$ cat config.mk
export PLATFORM = sky130hd
export DESIGN_NAME = plis_cell
export DESIGN_NICKNAME = d
export VERILOG_FILES = /design/src/rtl/positional_list_store_top_macros.svh /design/src/rtl/plis_pkg.sv /design/src/rtl/plis_cell.sv
export SDC_FILE = /design/constraint.sdc
export NUM_CORES = 1
export LEC_CHECK = 0
export BUFFER_PORTS_ARGS = -buffer_cell sky130_fd_sc_hd__buf_4
export CORE_MARGIN = 5
export CORE_UTILIZATION = 45
export DETAILED_ROUTE_END_ITERATION = 16
export PLACE_DENSITY = 0.87
export REMOVE_ABC_BUFFERS = 1
export SYNTH_ARGS = -nofsm -noshare
export SYNTH_HDL_FRONTEND = slang
export SYNTH_SLANG_ARGS = --single-unit
$ cat constraint.sdc
create_clock -name clk -period 6.2 [get_ports clk]
set_input_delay 0.31 -clock clk [delete_from_list [all_inputs] [get_ports clk]]
set_output_delay 0.31 -clock clk [all_outputs]
set_load 0.02 [all_outputs]
$ cat src/rtl/positional_list_store_top_macros.svh
// Assertion macros for the positional list store.
`ifndef POSITIONAL_LIST_STORE_TOP_MACROS_SVH
`define POSITIONAL_LIST_STORE_TOP_MACROS_SVH

// Same-cycle implication, checked outside reset.
`define PLIS_ASSERT_IMP(lbl, ante, cons) \
	lbl: assert property (@(posedge clk) disable iff (!arst_n) (ante) |-> (cons)) \
		else $error("positional list store: assertion failed");

// Next-cycle implication, checked outside reset.
`define PLIS_ASSERT_NXT(lbl, ante, cons) \
	lbl: assert property (@(posedge clk) disable iff (!arst_n) (ante) |=> (cons)) \
		else $error("positional list store: assertion failed");

`endif

$ cat src/rtl/plis_pkg.sv
`default_nettype none
package plis_pkg;
	localparam int DEPTH  = 64;
	localparam int IDX_W  = $clog2(DEPTH);
	localparam int CNT_W  = IDX_W + 1;
	localparam int DATA_W = 32;
	localparam int CMD_W  = 2;
	localparam int POS_W  = 7;
	localparam int STAT_W = 2;
	localparam int GRP    = 8;
	localparam int NGRP   = DEPTH / GRP;

	typedef enum logic [CMD_W-1:0] {
		CMD_INSERT = 2'd0,
		CMD_READ   = 2'd1,
		CMD_REMOVE = 2'd2
	} cmd_t;

	typedef enum logic [STAT_W-1:0] {
		ST_OK      = 2'd0,
		ST_BAD_POS = 2'd1,
		ST_FULL    = 2'd2
	} status_t;

	typedef struct packed {
		logic             ins;
		logic             rem;
		logic             rd;
		logic [IDX_W-1:0] pos_idx;
		logic [CNT_W-1:0] cnt;
	} cell_ctl_t;
endpackage
`default_nettype wire

$ cat src/rtl/plis_cell.sv
`default_nettype none
module plis_cell (
	input  wire logic                                clk,
	input  wire logic [plis_pkg::IDX_W-1:0]          idx,
	input  wire plis_pkg::cell_ctl_t                 ctl,
	input  wire logic signed [plis_pkg::DATA_W-1:0]  value,
	input  wire logic signed [plis_pkg::DATA_W-1:0]  prev_data,
	input  wire logic signed [plis_pkg::DATA_W-1:0]  next_data,
	output logic signed [plis_pkg::DATA_W-1:0]       data,
	output logic signed [plis_pkg::DATA_W-1:0]       rd_data
);
	logic signed [plis_pkg::DATA_W-1:0] data_q;
	logic [plis_pkg::CNT_W-1:0]         idx_w;
	logic                               at_pos;
	logic                               above_pos;

	always_comb begin
		idx_w     = {1'b0, idx};
		at_pos    = (idx == ctl.pos_idx);
		above_pos = (idx > ctl.pos_idx);
	end

	// shift up on insert, shift down on remove, else hold
	always_ff @(posedge clk) begin
		priority if (ctl.ins && at_pos) begin
			data_q <= value;
		end else if (ctl.ins && above_pos && idx_w <= ctl.cnt) begin
			data_q <= prev_data;
		end else if (ctl.rem && (at_pos || above_pos)
				&& (idx_w + plis_pkg::CNT_W'(1)) < ctl.cnt) begin
			data_q <= next_data;
		end else begin
			data_q <= data_q;
		end
	end

	assign data    = data_q;
	assign rd_data = (ctl.rd && at_pos) ? data_q : '0;
endmodule
`default_nettype wire

==> flow_metrics.py <==
metrics = {
    "outcome": {
        "status": "finished, final reports clean",
    },
    "timing": {
        "period_minus_slack_ns": 3.35,
        "slew_viol_final": 0,
        "fmax_mhz": 298,
        "setup_tns_ns": 0,
        "post-route-period-util_pct": 54.1,
        "rsz0062_at_grt": "no",
        "relSlewSlack_pct": 16.0,
        "setup_viol": 0,
        "tightest_slew_ns": 1.26,
        "finalHoldViolations": 0,
    },
    "worst_setup_path": {
        "required_ns": 6.16,
        "crit_path_end_kind": "flop",
        "start_kind": "primary input",
        "critPathMaxFanout": 34,
        "cp.arrival_ns": 3.31,
        "criticalPathCategory": "primary input to flop",
    },
    "clocking": {
        "ctsResizeCount": 0,
        "cts_tree": "yes",
        "clock-sinks": 32,
        "cts_inserted_buffers": 5,
        "htree_levels": 2,
        "cts_hold_buf": 0,
        "clockBufferDepth": 2,
        "cts.clk_slew.worst_paths_ns": 0.07,
        "postCtsSetupBuffers": 0,
        "cts_root_buf": "clkbuf_8",
    },
    "final_layout": {
        "regArea_sq_um": 961,
        "final_nets": 665,
        "fillCellCount": 567,
        "post-route-util_pct": 67.4,
        "final_common_cell": "buf_4",
        "multi_input_area_sq_mm": 0.00197,
        "drive_gt1_share_pct": 43.9,
        "final_cell_mix": "buf_4, nand2_1, and3_1",
        "area_delta_synth_final_pct": 46.0,
        "insertedDiodeCount": 0,
        "largest_reg_flops": 32,
    },
    "hold_path": {
        "min-delay-start": "value[3]",
        "min_to": "data[3]",
        "hold_path_class": "primary input to flop",
        "min_delay_path_depth": 3,
    },
    "pwr": {
        "pwr-share-comb_pct": 41.2,
        "leakagePower_nw": 2.23,
        "internal-power_mw": 0.511,
        "power_density_mw_per_mm2": 172,
        "seq_power_share_pct": 39.2,
        "ir_drop_mv": 0.0746,
        "switchingPower_mw": 0.277,
        "power_frac_clock_pct": 19.6,
        "switching_share_pct": 35.2,
    },
    "grt": {
        "track_usage_pct": 24.5,
        "grt_pass1_wl_um": 17300,
        "antenna_found_initial": 0,
        "grt.overflow.total": 0,
        "grt_pass1_vias": 3628,
        "grt_max_degree": 42,
    },
    "drt": {
        "ant_nets": 0,
        "dr.max_layer_used": "met4",
        "vias": 3576,
        "wl_met3_um": 1170,
        "drc": 0,
        "wl_met1_um": 3910,
        "routed_wirelength_um": 11200,
        "wl_met2_um": 5840,
        "drt_iter0_drc": 227,
        "post_drt_wl_per_cell_um": 18.0,
        "firstDrtPassIters": 4,
        "via_per_inst": 5.75,
    },
    "yosys": {
        "synth_edf_count": 32,
        "ys_seq_area_share_pct": 30.6,
        "yosysWarnings": 0,
        "synth_cell_types": 35,
        "synth-seq-cells": 32,
        "synth-main-ff-cell": "edfxtp_1",
        "syn_inst": 372,
        "syn_area_sq_mm": 0.00314,
        "avgSynthCellArea_sq_um": 8.43,
        "synthArstFlopShare_pct": 0,
    },
    "floorplanning": {
        "start_util_pct": 46.2,
        "coreArea_sq_mm": 0.00679,
        "num_rows": 30,
        "die-width_um": 93.5,
        "die_h_um": 93.5,
        "die_area_sq_mm": 0.00874,
        "pin_count": 183,
    },
    "flow_run": {
        "maxCapViolCount": 0,
    },
    "place": {
        "place_hpwl_um": 8270,
        "port_buffers": 182,
        "gp_congestion": 0.831,
    },
}
-- metrics by stage --
step           setup slack, ns  std cells  area [sq um]  hold slack [ns]  power [mW]
2_1_floorplan            0.590        333          2960            0.516       0.469
3_3_place_gp              2.69        615          4500            0.604       0.624
3_5_place_dp              2.58        615          4500            0.610       0.638
4_1_cts                   2.87        622          4580            0.314       0.791
5_1_grt                   2.60        622          4580            0.317       0.825
6_report                  2.85        622          4580            0.319       0.788
-- synth_stat cells, types with 3 or more instances --
cell type / number / area, sq um
nor2b_1: 3 / 18.8
o211ai_1: 3 / 22.5
ha_1: 20 / 250
inv_1: 14 / 52.6
a311oi_1: 32 / 280
o21ai_0: 32 / 160
clkbuf_1: 30 / 113
nand2_1: 100 / 375
buf_6: 3 / 33.8
xnor2_1: 3 / 26.3
o211ai_2: 30 / 375
nor2_1: 4 / 15.0
edfxtp_1: 32 / 961
nand3_1: 4 / 20.0
and3_1: 35 / 219
buf_2: 5 / 25.0
-- kinds of logic after synthesis --
family / synth area share [%]
buffers and inverters: 7.38
xor gates and xnor gates: 1.12
and+or+nand+nor: 22.8
adders and majority gates: 7.98
AOI/OAI and AO/OA: 30.1
DFF: 30.6
-- worst max path at each step --
stage / endpoint / startpoint / cells after the start
final: data[2] / idx[4] / 8
after global routing: data[2] / ctl[4] / 9
after CTS: data[14] / idx[4] / 8
after detailed placement: data[14] / idx[4] / 8
after global placement: data[14] / idx[4] / 8
after floorplan: data[0] / ctl[11] / 6
-- power by group through the flow --
stage / registers (mW) / clock network, mW / logic [mW]
6_report: 0.309 / 0.154 / 0.324
5_1_grt: 0.312 / 0.166 / 0.347
4_1_cts: 0.309 / 0.157 / 0.325
3_5_place_dp: 0.314 / 0 / 0.324
3_3_place_gp: 0.311 / 0 / 0.313
2_1_floorplan: 0.358 / 0 / 0.111
-- cell type report --
| class | instances | share of cell area [%] |
|---|---|---|
| Sequential cell | 32 | 21.0 |
| Inverter | 14 | 1.15 |
| Clock inverter | 1 | 0.109 |
| Tap cell | 96 | 2.62 |
| Clock buffer | 6 | 1.59 |
| Multi-Input combinational cell | 287 | 43.0 |
| Timing Repair Buffer | 186 | 30.5 |
-- critical path, stage by stage --
cell	delay, ns
buf_4	0.13
ha_1	0.32
a211oi_2	0.24
nor3_2	0.10
o21ai_2	0.89
nor3_1	0.19
a211oi_4	0.68
buf_4	0.42
-- routing by layer --
layer	vias to the layer above	track usage, %
li1	1682	-
met1	1677	26.5
met2	189	45.9
met3	28	5.63
met4	0	9.28
met5	-	0
Note: power is estimated with default switching activity, not from simulation.
